==> src/rtl/csu_pkg.sv <==
`timescale 1ns / 1ps
// ----------------------------------------------------------------------------
// csu_pkg
// Shared types and constants for the cosine similarity unit.
// ----------------------------------------------------------------------------
package csu_pkg;

    localparam int SAMPLE_W = 16;
    localparam int PROD_W   = 2 * SAMPLE_W;
    localparam int SIM_W    = 16;
    localparam int Q_FRAC   = 14;
    localparam int QUO_W    = 2 * Q_FRAC + 1;
    localparam int ROOT_W   = Q_FRAC + 1;
    localparam int ROOT_IDX_W = 4;

    typedef enum logic [1:0] {
        ST_OK        = 2'd0,
        ST_ZERO_NORM = 2'd1,
        ST_TOO_LONG  = 2'd2
    } t_status;

    typedef enum logic [2:0] {
        BK_IDLE,
        BK_MUL,
        BK_DIV,
        BK_SQRT,
        BK_DONE
    } t_back_state;

    typedef struct packed {
        logic signed [SAMPLE_W-1:0] sample_a;
        logic signed [SAMPLE_W-1:0] sample_b;
        logic                       last;
    } t_in;

    typedef struct packed {
        logic signed [SIM_W-1:0] similarity;
        t_status                 status;
    } t_out;

endpackage

==> src/rtl/csu_front.sv <==
`timescale 1ns / 1ps
// ----------------------------------------------------------------------------
// csu_front
// Accepts sample pairs, forms products, accumulates the three running sums
// and hands a finished vector to the back end queue.
// ----------------------------------------------------------------------------
module csu_front import csu_pkg::*; #(
    parameter int MAX_LEN = 4096,
    parameter int SUM_W   = 2 * SAMPLE_W + $clog2(MAX_LEN + 1)
) (
    input  logic                    i_clk,
    input  logic                    i_rst_n,
    input  logic                    i_valid,
    output logic                    o_ready,
    input  t_in                     i_data,
    output logic                    o_push,
    input  logic                    i_full,
    output logic signed [SUM_W-1:0] o_dot,
    output logic [SUM_W-1:0]        o_sa,
    output logic [SUM_W-1:0]        o_sb,
    output logic                    o_over
);

    localparam int CNT_W = $clog2(MAX_LEN + 1);

    logic [CNT_W-1:0]         r_cnt;
    logic                     r_pv;
    logic                     r_plast;
    logic                     r_pover;
    logic signed [PROD_W-1:0] r_pdot;
    logic [PROD_W-1:0]        r_paa;
    logic [PROD_W-1:0]        r_pbb;
    logic signed [SUM_W-1:0]  r_dot;
    logic [SUM_W-1:0]         r_sa;
    logic [SUM_W-1:0]         r_sb;

    logic                     sum_en;
    logic                     accept;
    logic                     advance;
    logic signed [PROD_W-1:0] prod_ab;
    logic signed [PROD_W-1:0] prod_aa;
    logic signed [PROD_W-1:0] prod_bb;
    logic signed [SUM_W-1:0]  n_dot;
    logic [SUM_W-1:0]         n_sa;
    logic [SUM_W-1:0]         n_sb;

    assign sum_en  = r_cnt < CNT_W'(MAX_LEN);
    assign advance = r_pv && (!r_plast || !i_full);
    assign o_ready = !(r_pv && r_plast && i_full);
    assign accept  = i_valid && o_ready;

    assign prod_ab = i_data.sample_a * i_data.sample_b;
    assign prod_aa = i_data.sample_a * i_data.sample_a;
    assign prod_bb = i_data.sample_b * i_data.sample_b;

    assign n_dot = r_dot + {{(SUM_W-PROD_W){r_pdot[PROD_W-1]}}, r_pdot};
    assign n_sa  = r_sa + {{(SUM_W-PROD_W){1'b0}}, r_paa};
    assign n_sb  = r_sb + {{(SUM_W-PROD_W){1'b0}}, r_pbb};

    assign o_push = advance && r_plast;
    assign o_dot  = n_dot;
    assign o_sa   = n_sa;
    assign o_sb   = n_sb;
    assign o_over = r_pover;

    always_ff @(posedge i_clk) begin
        if (!i_rst_n) begin
            r_cnt <= '0;
            r_pv  <= 1'b0;
        end else begin
            if (accept) begin
                r_pv <= 1'b1;
                if (i_data.last) begin
                    r_cnt <= '0;
                end else if (sum_en) begin
                    r_cnt <= r_cnt + CNT_W'(1);
                end
            end else if (advance) begin
                r_pv <= 1'b0;
            end
        end
    end

    always_ff @(posedge i_clk) begin
        if (accept) begin
            r_plast <= i_data.last;
            r_pover <= !sum_en;
            r_pdot  <= sum_en ? prod_ab : '0;
            r_paa   <= sum_en ? prod_aa : '0;
            r_pbb   <= sum_en ? prod_bb : '0;
        end
    end

    always_ff @(posedge i_clk) begin
        if (!i_rst_n) begin
            r_dot <= '0;
            r_sa  <= '0;
            r_sb  <= '0;
        end else if (advance) begin
            if (r_plast) begin
                r_dot <= '0;
                r_sa  <= '0;
                r_sb  <= '0;
            end else begin
                r_dot <= n_dot;
                r_sa  <= n_sa;
                r_sb  <= n_sb;
            end
        end
    end

endmodule

==> src/rtl/csu_queue.sv <==
`timescale 1ns / 1ps
// ----------------------------------------------------------------------------
// csu_queue
// Two-entry register queue between the accumulator and the divider.
// ----------------------------------------------------------------------------
module csu_queue import csu_pkg::*; #(
    parameter int WIDTH = 8
) (
    input  logic             i_clk,
    input  logic             i_rst_n,
    input  logic             i_push,
    input  logic [WIDTH-1:0] i_wdata,
    output logic             o_full,
    input  logic             i_pop,
    output logic             o_nempty,
    output logic [WIDTH-1:0] o_rdata
);

    logic [WIDTH-1:0] r_mem [2];
    logic             r_wp;
    logic             r_rp;
    logic [1:0]       r_cnt;

    assign o_full   = r_cnt == 2'd2;
    assign o_nempty = r_cnt != 2'd0;
    assign o_rdata  = r_mem[r_rp];

    always_ff @(posedge i_clk) begin
        if (!i_rst_n) begin
            r_wp  <= 1'b0;
            r_rp  <= 1'b0;
            r_cnt <= 2'd0;
        end else begin
            if (i_push) begin
                r_wp <= !r_wp;
            end
            if (i_pop) begin
                r_rp <= !r_rp;
            end
            if (i_push && !i_pop) begin
                r_cnt <= r_cnt + 2'd1;
            end else if (i_pop && !i_push) begin
                r_cnt <= r_cnt - 2'd1;
            end
        end
    end

    always_ff @(posedge i_clk) begin
        if (i_push) begin
            r_mem[r_wp] <= i_wdata;
        end
    end

endmodule

==> src/rtl/csu_back.sv <==
`timescale 1ns / 1ps
// ----------------------------------------------------------------------------
// csu_back
// Turns finished sums into the Q1.14 similarity: shift-add squaring of the
// dot product and product of the norms, restoring division, integer root.
// ----------------------------------------------------------------------------
module csu_back import csu_pkg::*; #(
    parameter int SUM_W = 45
) (
    input  logic                    i_clk,
    input  logic                    i_rst_n,
    input  logic                    i_job_valid,
    output logic                    o_pop,
    input  logic signed [SUM_W-1:0] i_dot,
    input  logic [SUM_W-1:0]        i_sa,
    input  logic [SUM_W-1:0]        i_sb,
    input  logic                    i_over,
    output logic                    o_valid,
    input  logic                    i_ready,
    output t_out                    o_data
);

    localparam int STEP_W = $clog2(SUM_W);
    localparam int WIDE_W = 2 * SUM_W;

    t_back_state             r_state;
    t_back_state             n_state;
    logic [STEP_W-1:0]       r_step;
    logic [STEP_W-1:0]       n_step;
    logic                    r_neg;
    t_status                 r_status;
    logic [SUM_W-1:0]        r_ma;
    logic [SUM_W-1:0]        r_pb;
    logic [WIDE_W-1:0]       r_accm;
    logic [WIDE_W-1:0]       r_accp;
    logic [WIDE_W-1:0]       r_rem;
    logic [QUO_W-1:0]        r_quo;
    logic [ROOT_W-1:0]       r_root;
    logic                    r_out_valid;
    t_out                    r_out;

    logic                    out_load;
    logic                    zero_norm;
    logic [SUM_W-1:0]        dot_mag;
    logic [SUM_W:0]          sum_m;
    logic [SUM_W:0]          sum_p;
    logic [WIDE_W:0]         rem_sh;
    logic                    rem_ge;
    logic [WIDE_W:0]         rem_sub;
    logic [ROOT_W-1:0]       trial;
    logic [2*ROOT_W-1:0]     trial_sq;
    logic                    trial_ok;

    assign zero_norm = (i_sa == '0) || (i_sb == '0);
    assign dot_mag   = i_dot[SUM_W-1] ? SUM_W'(-i_dot) : SUM_W'(i_dot);

    assign sum_m = {1'b0, r_accm[WIDE_W-1:SUM_W]} + (r_accm[0] ? {1'b0, r_ma} : '0);
    assign sum_p = {1'b0, r_accp[WIDE_W-1:SUM_W]} + (r_accp[0] ? {1'b0, r_pb} : '0);

    assign rem_sh  = (r_step == '0) ? {1'b0, r_rem} : {r_rem, 1'b0};
    assign rem_ge  = rem_sh >= {1'b0, r_accp};
    assign rem_sub = rem_sh - {1'b0, r_accp};

    assign trial    = r_root | (ROOT_W'(1) << r_step[ROOT_IDX_W-1:0]);
    assign trial_sq = trial * trial;
    assign trial_ok = trial_sq <= {{(2*ROOT_W-QUO_W){1'b0}}, r_quo};

    assign out_load = (r_state == BK_DONE) && (!r_out_valid || i_ready);
    assign o_valid  = r_out_valid;
    assign o_data   = r_out;

    always_ff @(posedge i_clk) begin
        if (!i_rst_n) begin
            r_state <= BK_IDLE;
            r_step  <= '0;
        end else begin
            r_state <= n_state;
            r_step  <= n_step;
        end
    end

    always_comb begin
        n_state = r_state;
        n_step  = r_step;
        o_pop   = 1'b0;
        unique case (r_state)
            BK_IDLE: begin
                if (i_job_valid) begin
                    o_pop  = 1'b1;
                    n_step = '0;
                    if (i_over || zero_norm) begin
                        n_state = BK_DONE;
                    end else begin
                        n_state = BK_MUL;
                    end
                end
            end
            BK_MUL: begin
                if (r_step == STEP_W'(SUM_W - 1)) begin
                    n_state = BK_DIV;
                    n_step  = '0;
                end else begin
                    n_step = r_step + STEP_W'(1);
                end
            end
            BK_DIV: begin
                if (r_step == STEP_W'(QUO_W - 1)) begin
                    n_state = BK_SQRT;
                    n_step  = STEP_W'(ROOT_W - 1);
                end else begin
                    n_step = r_step + STEP_W'(1);
                end
            end
            BK_SQRT: begin
                if (r_step == '0) begin
                    n_state = BK_DONE;
                end else begin
                    n_step = r_step - STEP_W'(1);
                end
            end
            BK_DONE: begin
                if (out_load) begin
                    n_state = BK_IDLE;
                end
            end
            default: begin
                n_state = BK_IDLE;
            end
        endcase
    end

    always_ff @(posedge i_clk) begin
        unique case (r_state)
            BK_IDLE: begin
                r_neg  <= i_dot[SUM_W-1];
                r_ma   <= dot_mag;
                r_pb   <= i_sb;
                r_accm <= {{SUM_W{1'b0}}, dot_mag};
                r_accp <= {{SUM_W{1'b0}}, i_sa};
                r_quo  <= '0;
                r_root <= '0;
                if (i_over) begin
                    r_status <= ST_TOO_LONG;
                end else if (zero_norm) begin
                    r_status <= ST_ZERO_NORM;
                end else begin
                    r_status <= ST_OK;
                end
            end
            BK_MUL: begin
                r_accm <= {sum_m, r_accm[SUM_W-1:1]};
                r_accp <= {sum_p, r_accp[SUM_W-1:1]};
                if (r_step == STEP_W'(SUM_W - 1)) begin
                    r_rem <= {sum_m, r_accm[SUM_W-1:1]};
                end
            end
            BK_DIV: begin
                r_rem <= rem_ge ? rem_sub[WIDE_W-1:0] : rem_sh[WIDE_W-1:0];
                r_quo <= {r_quo[QUO_W-2:0], rem_ge};
            end
            BK_SQRT: begin
                if (trial_ok) begin
                    r_root <= trial;
                end
            end
            BK_DONE: begin
            end
            default: begin
            end
        endcase
    end

    always_ff @(posedge i_clk) begin
        if (!i_rst_n) begin
            r_out_valid <= 1'b0;
        end else if (out_load) begin
            r_out_valid <= 1'b1;
        end else if (i_ready) begin
            r_out_valid <= 1'b0;
        end
    end

    always_ff @(posedge i_clk) begin
        if (out_load) begin
            r_out.status <= r_status;
            if (r_status != ST_OK) begin
                r_out.similarity <= '0;
            end else if (r_neg) begin
                r_out.similarity <= -SIM_W'(r_root);
            end else begin
                r_out.similarity <= SIM_W'(r_root);
            end
        end
    end

endmodule

==> src/rtl/cosine_similarity_unit.sv <==
`timescale 1ns / 1ps
// ----------------------------------------------------------------------------
// cosine_similarity_unit
// Streaming cosine similarity of two signed sample vectors in Q1.14.
// ----------------------------------------------------------------------------
// Input channel (i_valid/o_ready, i_data): one request per element pair,
// last set on the final pair; one request per cycle while o_ready is
// high, products registered on acceptance and then added to the sums.
// Output channel (o_valid/i_ready, o_data): one result per vector, with
// status ok, zero norm, or run longer than MAX_LEN (pairs past MAX_LEN are
// dropped from the sums).
// The back end works one vector at a time: it takes the sums, runs a
// shift-add multiply over SUM_W bits (SUM_W = 32 + clog2(MAX_LEN+1), 45 by
// default), a restoring division for a 29-bit quotient and an integer
// square root for a 15-bit root, then loads the result; error cases go
// from taking the sums straight to loading the result. A two-entry queue
// holds finished sums, so the front end only stalls when two vectors are
// waiting and a third ends. A stalled receiver holds the result register;
// the back end waits and the queue and front end fill behind it. Reset
// (synchronous, active low) clears the sums, count, queue and output.
// ----------------------------------------------------------------------------
module cosine_similarity_unit import csu_pkg::*; #(
    parameter int MAX_LEN = 4096
) (
    input  logic i_clk,
    input  logic i_rst_n,
    input  logic i_valid,
    output logic o_ready,
    input  t_in  i_data,
    output logic o_valid,
    input  logic i_ready,
    output t_out o_data
);

    localparam int SUM_W = 2 * SAMPLE_W + $clog2(MAX_LEN + 1);
    localparam int JOB_W = 3 * SUM_W + 1;

    logic                    push;
    logic                    full;
    logic                    pop;
    logic                    job_valid;
    logic signed [SUM_W-1:0] f_dot;
    logic [SUM_W-1:0]        f_sa;
    logic [SUM_W-1:0]        f_sb;
    logic                    f_over;
    logic [JOB_W-1:0]        q_wdata;
    logic [JOB_W-1:0]        q_rdata;

    csu_front #(
        .MAX_LEN (MAX_LEN),
        .SUM_W   (SUM_W)
    ) u_front (
        .i_clk   (i_clk),
        .i_rst_n (i_rst_n),
        .i_valid (i_valid),
        .o_ready (o_ready),
        .i_data  (i_data),
        .o_push  (push),
        .i_full  (full),
        .o_dot   (f_dot),
        .o_sa    (f_sa),
        .o_sb    (f_sb),
        .o_over  (f_over)
    );

    assign q_wdata = {f_dot, f_sa, f_sb, f_over};

    csu_queue #(
        .WIDTH (JOB_W)
    ) u_queue (
        .i_clk    (i_clk),
        .i_rst_n  (i_rst_n),
        .i_push   (push),
        .i_wdata  (q_wdata),
        .o_full   (full),
        .i_pop    (pop),
        .o_nempty (job_valid),
        .o_rdata  (q_rdata)
    );

    csu_back #(
        .SUM_W (SUM_W)
    ) u_back (
        .i_clk       (i_clk),
        .i_rst_n     (i_rst_n),
        .i_job_valid (job_valid),
        .o_pop       (pop),
        .i_dot       (q_rdata[JOB_W-1 -: SUM_W]),
        .i_sa        (q_rdata[2*SUM_W -: SUM_W]),
        .i_sb        (q_rdata[SUM_W -: SUM_W]),
        .i_over      (q_rdata[0]),
        .o_valid     (o_valid),
        .i_ready     (i_ready),
        .o_data      (o_data)
    );

endmodule

==> config.mk <==
export PLATFORM = sky130hd
export DESIGN_NAME = cosine_similarity_unit
export DESIGN_NICKNAME = d
export VERILOG_FILES = /design/src/rtl/csu_pkg.sv /design/src/rtl/csu_front.sv /design/src/rtl/csu_queue.sv /design/src/rtl/csu_back.sv /design/src/rtl/cosine_similarity_unit.sv
export SDC_FILE = /design/constraint.sdc
export NUM_CORES = 2
export LEC_CHECK = 0
export ABC_AREA = 1
export ABC_CLOCK_PERIOD_IN_PS = 15500
export BUFFER_PORTS_ARGS = -buffer_cell sky130_fd_sc_hd__buf_2
export CORE_MARGIN = 2
export CORE_UTILIZATION = 52
export CTS_CLUSTER_SIZE = 16
export DETAILED_ROUTE_END_ITERATION = 10
export GPL_TIMING_DRIVEN = 0
export PLACE_DENSITY = 0.78
export SYNTH_ARGS = -nofsm -noshare
export SYNTH_HDL_FRONTEND = slang
export SYNTH_SLANG_ARGS = --single-unit
export TNS_END_PERCENT = 10
==> constraint.sdc <==
create_clock -name i_clk -period 15.5 [get_ports i_clk]
set_input_delay 3.1 -clock i_clk [delete_from_list [all_inputs] [get_ports i_clk]]
set_output_delay 3.1 -clock i_clk [all_outputs]
set_load 0.02 [all_outputs]
# Yosys cells after proc, flatten, opt, wreduce, memory -nomap -nowiden
# Memories as Yosys holds them, arrays and structs flattened. A register that Yosys moved wholly into a read port is not among the register bits.
# Index checks and enable logic that the tools add are counted.
word_totals:
  mem_count: 1
  out_inout_bits: 20
  inputBits: 37
  ff_bits: 686
  mem_bits_rw: 272
classes:
  mul: 4
  mux: 43
  add_sub_neg: 13
  eq_ne: 14
  n_reduce_logical: 42
  n_lt_le_gt_ge: 3
  shifts: 1
  n_bitwise: 2
mem_list:
  columns: ["memory", "depth", "word_bits", "read_ports", "rd_clocked_by_memory_dff", "write_ports", "line", "source"]
  rows:
  - ["u_queue.r_mem", 2, 136, 1, 1, 1, "csu_queue.sv:19", "logic [WIDTH-1:0] r_mem [2];"]
op_table:
  columns: ["cell", "count"]
  rows:
  - ["90-bit one-hot mux with 2 select lines", 3]
  - ["45-bit 2-to-1 mux", 6]
  - ["90-bit 2-to-1 mux", 2]
  - ["16-bit by 16-bit multiplier with 32-bit output", 3]
  - ["45-bit by 46-bit adder with 46-bit output", 2]
  - ["91-bit by 90-bit >= comparator with 1-bit output", 1]
  - ["91-bit 2-to-1 mux", 1]
  - ["45-bit by 32-bit adder with 45-bit output", 2]
  - ["45-bit logical NOT", 2]
  - ["90-bit subtractor", 1]
  - ["29-bit one-hot mux with 2 select lines", 1]
  - ["45-bit adder", 1]
  - ["45-bit negator", 1]
  - ["30-bit by 29-bit less-or-equal comparator with 1-bit output", 1]
  - ["15-bit by 15-bit multiplier with 30-bit output", 1]
  - ["15-bit 2-to-1 mux", 2]
  - ["15-bit one-hot mux with 2 select lines", 1]
  - ["13-bit 2-to-1 mux", 2]
  - ["6-bit 2-to-1 mux", 4]
  - ["6-bit one-hot mux with 4 select lines", 1]
  - ["2-bit nonzero test", 10]
  - ["3-bit 2-to-1 mux", 6]
  - ["15-bit negator with 16-bit output", 1]
  - ["15-bit bitwise OR", 1]
  - ["29 further kinds", 66]

# Depth between registers and ports, before layout
logic_depth:
  depth_word: 9
  mapped_depth: 40
  mapped_depth_nobuf: 39

# Cells and area by module
# Synthesis repeated with hierarchy kept, for this count alone.
hier_totals:
  hier_cells: 13940
  area_unflattened_um2: 102803.6
by_module_without_submodules:
  columns: ["module", "area_each_um2", "cells_each", "n_inst"]
  rows:
  - ["csu_front", 48768.0, 6953, 1]
  - ["csu_back", 43845.8, 6529, 1]
  - ["csu_queue", 10189.8, 458, 1]

# Worst setup path after synthesis
# No wires, ideal clock.
synth_timing:
  path_kind: "register -> register"
  startpoint: "register u_back.r_state[1]"
  endpoint: "register u_back.r_rem[0] (enable)"
  stages_incl_launch_ff: 9
  t_arrival_ps: 12475
  required_ps: 15049
  period_less_slack_ps: 12926
  slack_ps: 2574
  n_path_buf: 3
  path_cell_list: "dfxtp_1 -> clkbuf_1 -> nor2_1 -> nand2_1 -> inv_1 -> clkbuf_1 -> clkbuf_1 -> nand2_1 -> nand2_1"
synth_via:
  elab_chain_len: 3
synth_lines:
  columns: ["element", "line", "source"]
  rows:
  - ["start: declaration", "csu_back.sv:26", "t_back_state r_state;"]
  - ["start signal: assignment", "csu_back.sv:77", "r_state <= n_state;"]
  - ["3-bit by 1-bit equality test with 1-bit output or 3-bit by 2-bit equality test with 1-bit output (tied branches)", "csu_back.sv:133", "unique case (r_state)"]
  - ["2-bit by 1-bit inequality test with 1-bit output (no line) or 2-bit nonzero test (tied branches)", null, null]
  - ["2-bit AND reduction (no line) *", null, null]
  - ["end signal: assignment", "csu_back.sv:154", "r_rem <= {sum_m, r_accm[SUM_W-1:1]};"]
  - ["end signal: assignment", "csu_back.sv:158", "r_rem <= rem_ge ? rem_sub[WIDE_W-1:0] : rem_sh[WIDE_W-1:0];"]
  - ["end: declaration", "csu_back.sv:36", "logic [WIDE_W-1:0] r_rem;"]
# Mark *: on every way between the ends. The rest lies on a longest branch, timed or not.
# A chain may end at the register's enable or synchronous reset.

# Final worst setup path
layout_timing:
  startpoint: "register u_back.r_step[2]"
  endpoint: "register u_back.r_root[2] (enable)"
layout_via:
  elab_chain_len: 6
layout_lines:
  columns: ["element", "line", "source"]
  rows:
  - ["start: declaration", "csu_back.sv:28", "logic [STEP_W-1:0] r_step;"]
  - ["start signal: assignment", "csu_back.sv:78", "r_step <= n_step;"]
  - ["1-bit by 4-bit left shift with 15-bit output", "csu_back.sv:64", "assign trial = r_root | (ROOT_W'(1) << r_step[ROOT_IDX_W-1:0]);"]
  - ["15-bit bitwise OR", "csu_back.sv:64", null]
  - ["named net u_back.trial[3]", "csu_back.sv:50", "logic [ROOT_W-1:0] trial;"]
  - ["15-bit by 15-bit multiplier with 30-bit output", "csu_back.sv:65", "assign trial_sq = trial * trial;"]
  - ["30-bit by 29-bit less-or-equal comparator with 1-bit output", "csu_back.sv:66", "assign trial_ok = trial_sq <= {{(2*ROOT_W-QUO_W){1'b0}}, r_quo};"]
  - ["2-bit by 1-bit inequality test with 1-bit output (no line)", null, null]
  - ["2-bit AND reduction (no line)", null, null]
  - ["end signal: assignment", "csu_back.sv:163", "r_root <= trial;"]
  - ["end: declaration", "csu_back.sv:38", "logic [ROOT_W-1:0] r_root;"]
# The timed path passes the listed nets, and every way through them passes these cells.

==> run summary <==
* **category of the most critical setup path** flop to flop
* **Warnings, synthesis** 0
* **GRT Resource Usage Total** 35.52%
* **Initial DRC Count** 9459
* **Largest delay share family, worst path** adder cells
* **router iterations before antenna repair** 6
* **Antenna Violating Nets Remaining** 0
* **number of nets in the synthesized netlist** 14893
* **global route total overflow** 0
* **post-detailed-route via-to-cell ratio** 5.533
* **worst min-delay path class** flop to flop
* **Placed Area** 103800 um^2
* **ratio of final minimum period to clock period** 68.01%
* **DP Cell Count** 15891
* **weighted congestion reported at the end of routability-driven placement** 1.077
* **Slew HR** 5.598%
* **portion of the post-synthesis area used by sequential elements** 27.10%
* **synthesized area** 99990 um^2
* **PortBufs** 50
* **Synth Instances** 13311
* **routed via count** 88995
* **Post-CTS Setup Repair Bufs** 0
* **number of gates resized after cts** 0
* **maximum fanout along the worst path** 15
* **critical path data required time** 15.90 ns
* **worst-margin pin slew** 1.416 ns
* **clock tree skew after final layout** 0.05529 ns
* **Layout Cells excl Fill** 16085
* **routed wire length** 351.4 mm
* **Async S/R FF share, synth** 0%
* **number of synthesized register bits** 957
* **Syn Area/Cell** 7.512 um^2
* **largest net degree at the start of global routing** 64
* **number of global-route vias before repair** 86448
* **fmax** 94.87 MHz
* **startpoint type of the worst setup path** flop
* **Top Ports** 57
* **Die Y-Extent** 442.5 um
* **final worst hold slack** 0.4508 ns
* **count of flip-flops with a built-in enable after synthesis** 793
* **global-route wire length before repair** 524.3 mm
* **worst-path cell with the longest stage delay** a21oi_1
* **max incr delay on CP** 0.72 ns
* **Maximum Capacitance Violations** 0
* **Final Max Slew Viols** 0
* **clock tree root buffer cell** clkbuf_16
* **Primary FF master, synth** edfxtp_1
* **number of failing hold endpoints at the final stage** 0
* **Post-DP HPWL** 294.0 mm
* **die footprint** 195800 um^2
* **Initial Utilization** 52.47%
* **CTS H-tree lvls** 3
* **Net count, final** 15062
* **cell row count** 160
* **clk sinks** 957
* **layout filler cell count** 18190
* **count of endpoints failing setup in the final report** 0
* **worst-skew pair later-pin latency** 0.77 ns
* **clock period minus worst slack** 10.54 ns
* **clock edge transition at the registers on the reported setup and hold paths** 0.06 ns
* **leading cell types in the layout, fill and taps excluded** 3673 x nand2_1, 2865 x inv_1, 960 x nor2_1
* **Buf+Inv Stages, Crit Path** 10
* **Longest Clk Path Bufs** 3
* **crit-path most repeated cell** inv_1
* **Critical Path AT** 10.94 ns
* **core area** 190600 um^2
* **number of antenna violations at the first check in global routing** 12
* **WL/cell** 21.84 um
* **area of all placed cells without fillers** 107200 um^2
* **width of the die** 442.5 um
* **Area growth syn-to-layout** 7.171%
* **category of the worst setup path capture point** flop
* **fraction of layout instances using a drive strength above 1** 3.082%
* **most frequent standard cell in the layout excluding fill and tap cells** nand2_1
* **CTS tree** done
* **utilization of the core after routing** 56.23%
* **number of CTS-inserted buffers** 98
* **RSZ-0062 raised after global routing** no
* **post-route DRC violation count** 0
* **CTS Hold Buffers Added** 0
* **number of different library cells in the post-synthesis netlist** 65
* **run status** finished clean
## sequential cells by signal, indices dropped and copies added (netlist names), 32 cells and up, named ones only
signal          count
u_back.r_accp      90
u_front.r_sa       45
u_front.r_dot      45
u_back.r_rem       90
u_back.r_accm      90
u_front.r_pdot     32
u_queue.r_mem     272
u_back.r_pb        45
u_front.r_sb       45
u_back.r_ma        45
## cell families (layout without fill, tap and decap cells)
group / count (synthesis) / in the layout / share of synthesized area (%)
AO/OA/AOI/OAI: 1635 / 1635 / 8.904
XOR/XNOR: 253 / 253 / 2.231
adder cells (fa/ha/maj): 1545 / 1545 / 25.97
buffers and inverters: 3218 / 3470 / 12.41
flip-flops: 957 / 957 / 27.10
multiplexers: 2 / 2 / 0.02002
other: 0 / 11 / 0
AND/OR/NAND/NOR: 5701 / 5701 / 23.37
## synthesized netlist by cell type (33+ instances only)
cell	count	area (um^2)
nand2_1	3674	13790
inv_1	2866	10760
nor2_1	966	3626
fa_1	884	17700
edfxtp_1	793	23810
a21oi_1	756	3784
ha_1	661	8270
o21ai_0	534	2673
nand3_1	521	2608
clkbuf_1	251	942.2
nand4_1	200	1251
dfxtp_1	164	3283
xor2_1	139	1217
nor3_1	119	595.6
xnor2_1	112	980.9
o21ai_1	66	330.3
o21bai_1	60	450.4
and2_1	58	362.9
or2_2	51	319.1
a21o_1	47	352.8
o21a_1	42	315.3
buf_6	34	382.9
a31oi_1	33	206.5
## path summary, 6_finish.rpt
path                                                    start                              to  slack [ns]  cells after the start
worst max-delay path            u_back.r_step[2]$_SDFFE_PN0P_  u_back.r_root[2]$_SDFFCE_PP0P_        4.96                     35
worst min-delay path            u_front.r_cnt[5]$_SDFFE_PN0P_   u_front.r_cnt[5]$_SDFFE_PN0P_        0.45                      2
worst max register to register  u_back.r_step[2]$_SDFFE_PN0P_  u_back.r_root[2]$_SDFFCE_PP0P_        4.96                     35
worst min register to register  u_front.r_cnt[5]$_SDFFE_PN0P_   u_front.r_cnt[5]$_SDFFE_PN0P_        0.45                      2
## layout make-up
type                            count  area, um^2  share of cell area, %
Inverter                         2882       10820                  10.10
Antenna cell                       11       27.53                0.02569
Sequential cell                   957       27100                  25.28
Clock inverter                     49       576.8                 0.5382
Timing Repair Buffer               69       648.1                 0.6048
Clock buffer                      134        2730                  2.548
Multi-Input combinational cell   9136       60530                  56.48
Tap cell                         2511        3142                  2.932
Buffer                            336        1594                  1.487
## worst register-to-register path: cells and delay by family, from the launching register on
| kind | cells | cell delay [ns] |
|---|---|---|
| and+or+nand+nor | 10 | 2.17 |
| adders and majority gates | 9 | 4.10 |
| xor gates and xnor gates | 1 | 0.16 |
| AOI/OAI and AO/OA | 5 | 1.73 |
| DFF | 1 | 0.36 |
| buffers and inverters | 10 | 1.67 |
## metrics by stage
step	worst slack, ns	TNS [ns]
6_report	4.959	0
5_1_grt	4.438	0
4_1_cts	5.271	0
3_5_place_dp	5.002	0
3_3_place_gp	-7.447	-1391.41
2_1_floorplan	2.574	0
## layer usage
layer | track usage, % | vias up | share of wire, %
met5 | 0 | - | 0.0065
li1 | - | 41848 | -
met3 | 4.743 | 899 | 8.1
met1 | 45.46 | 42151 | 39
met4 | 23.45 | 4 | 7.8
met2 | 56.56 | 4093 | 45
Power is left out: the tool's default activity adds up to more than one toggle a clock period on the data nets, which glitch-free logic cannot reach.
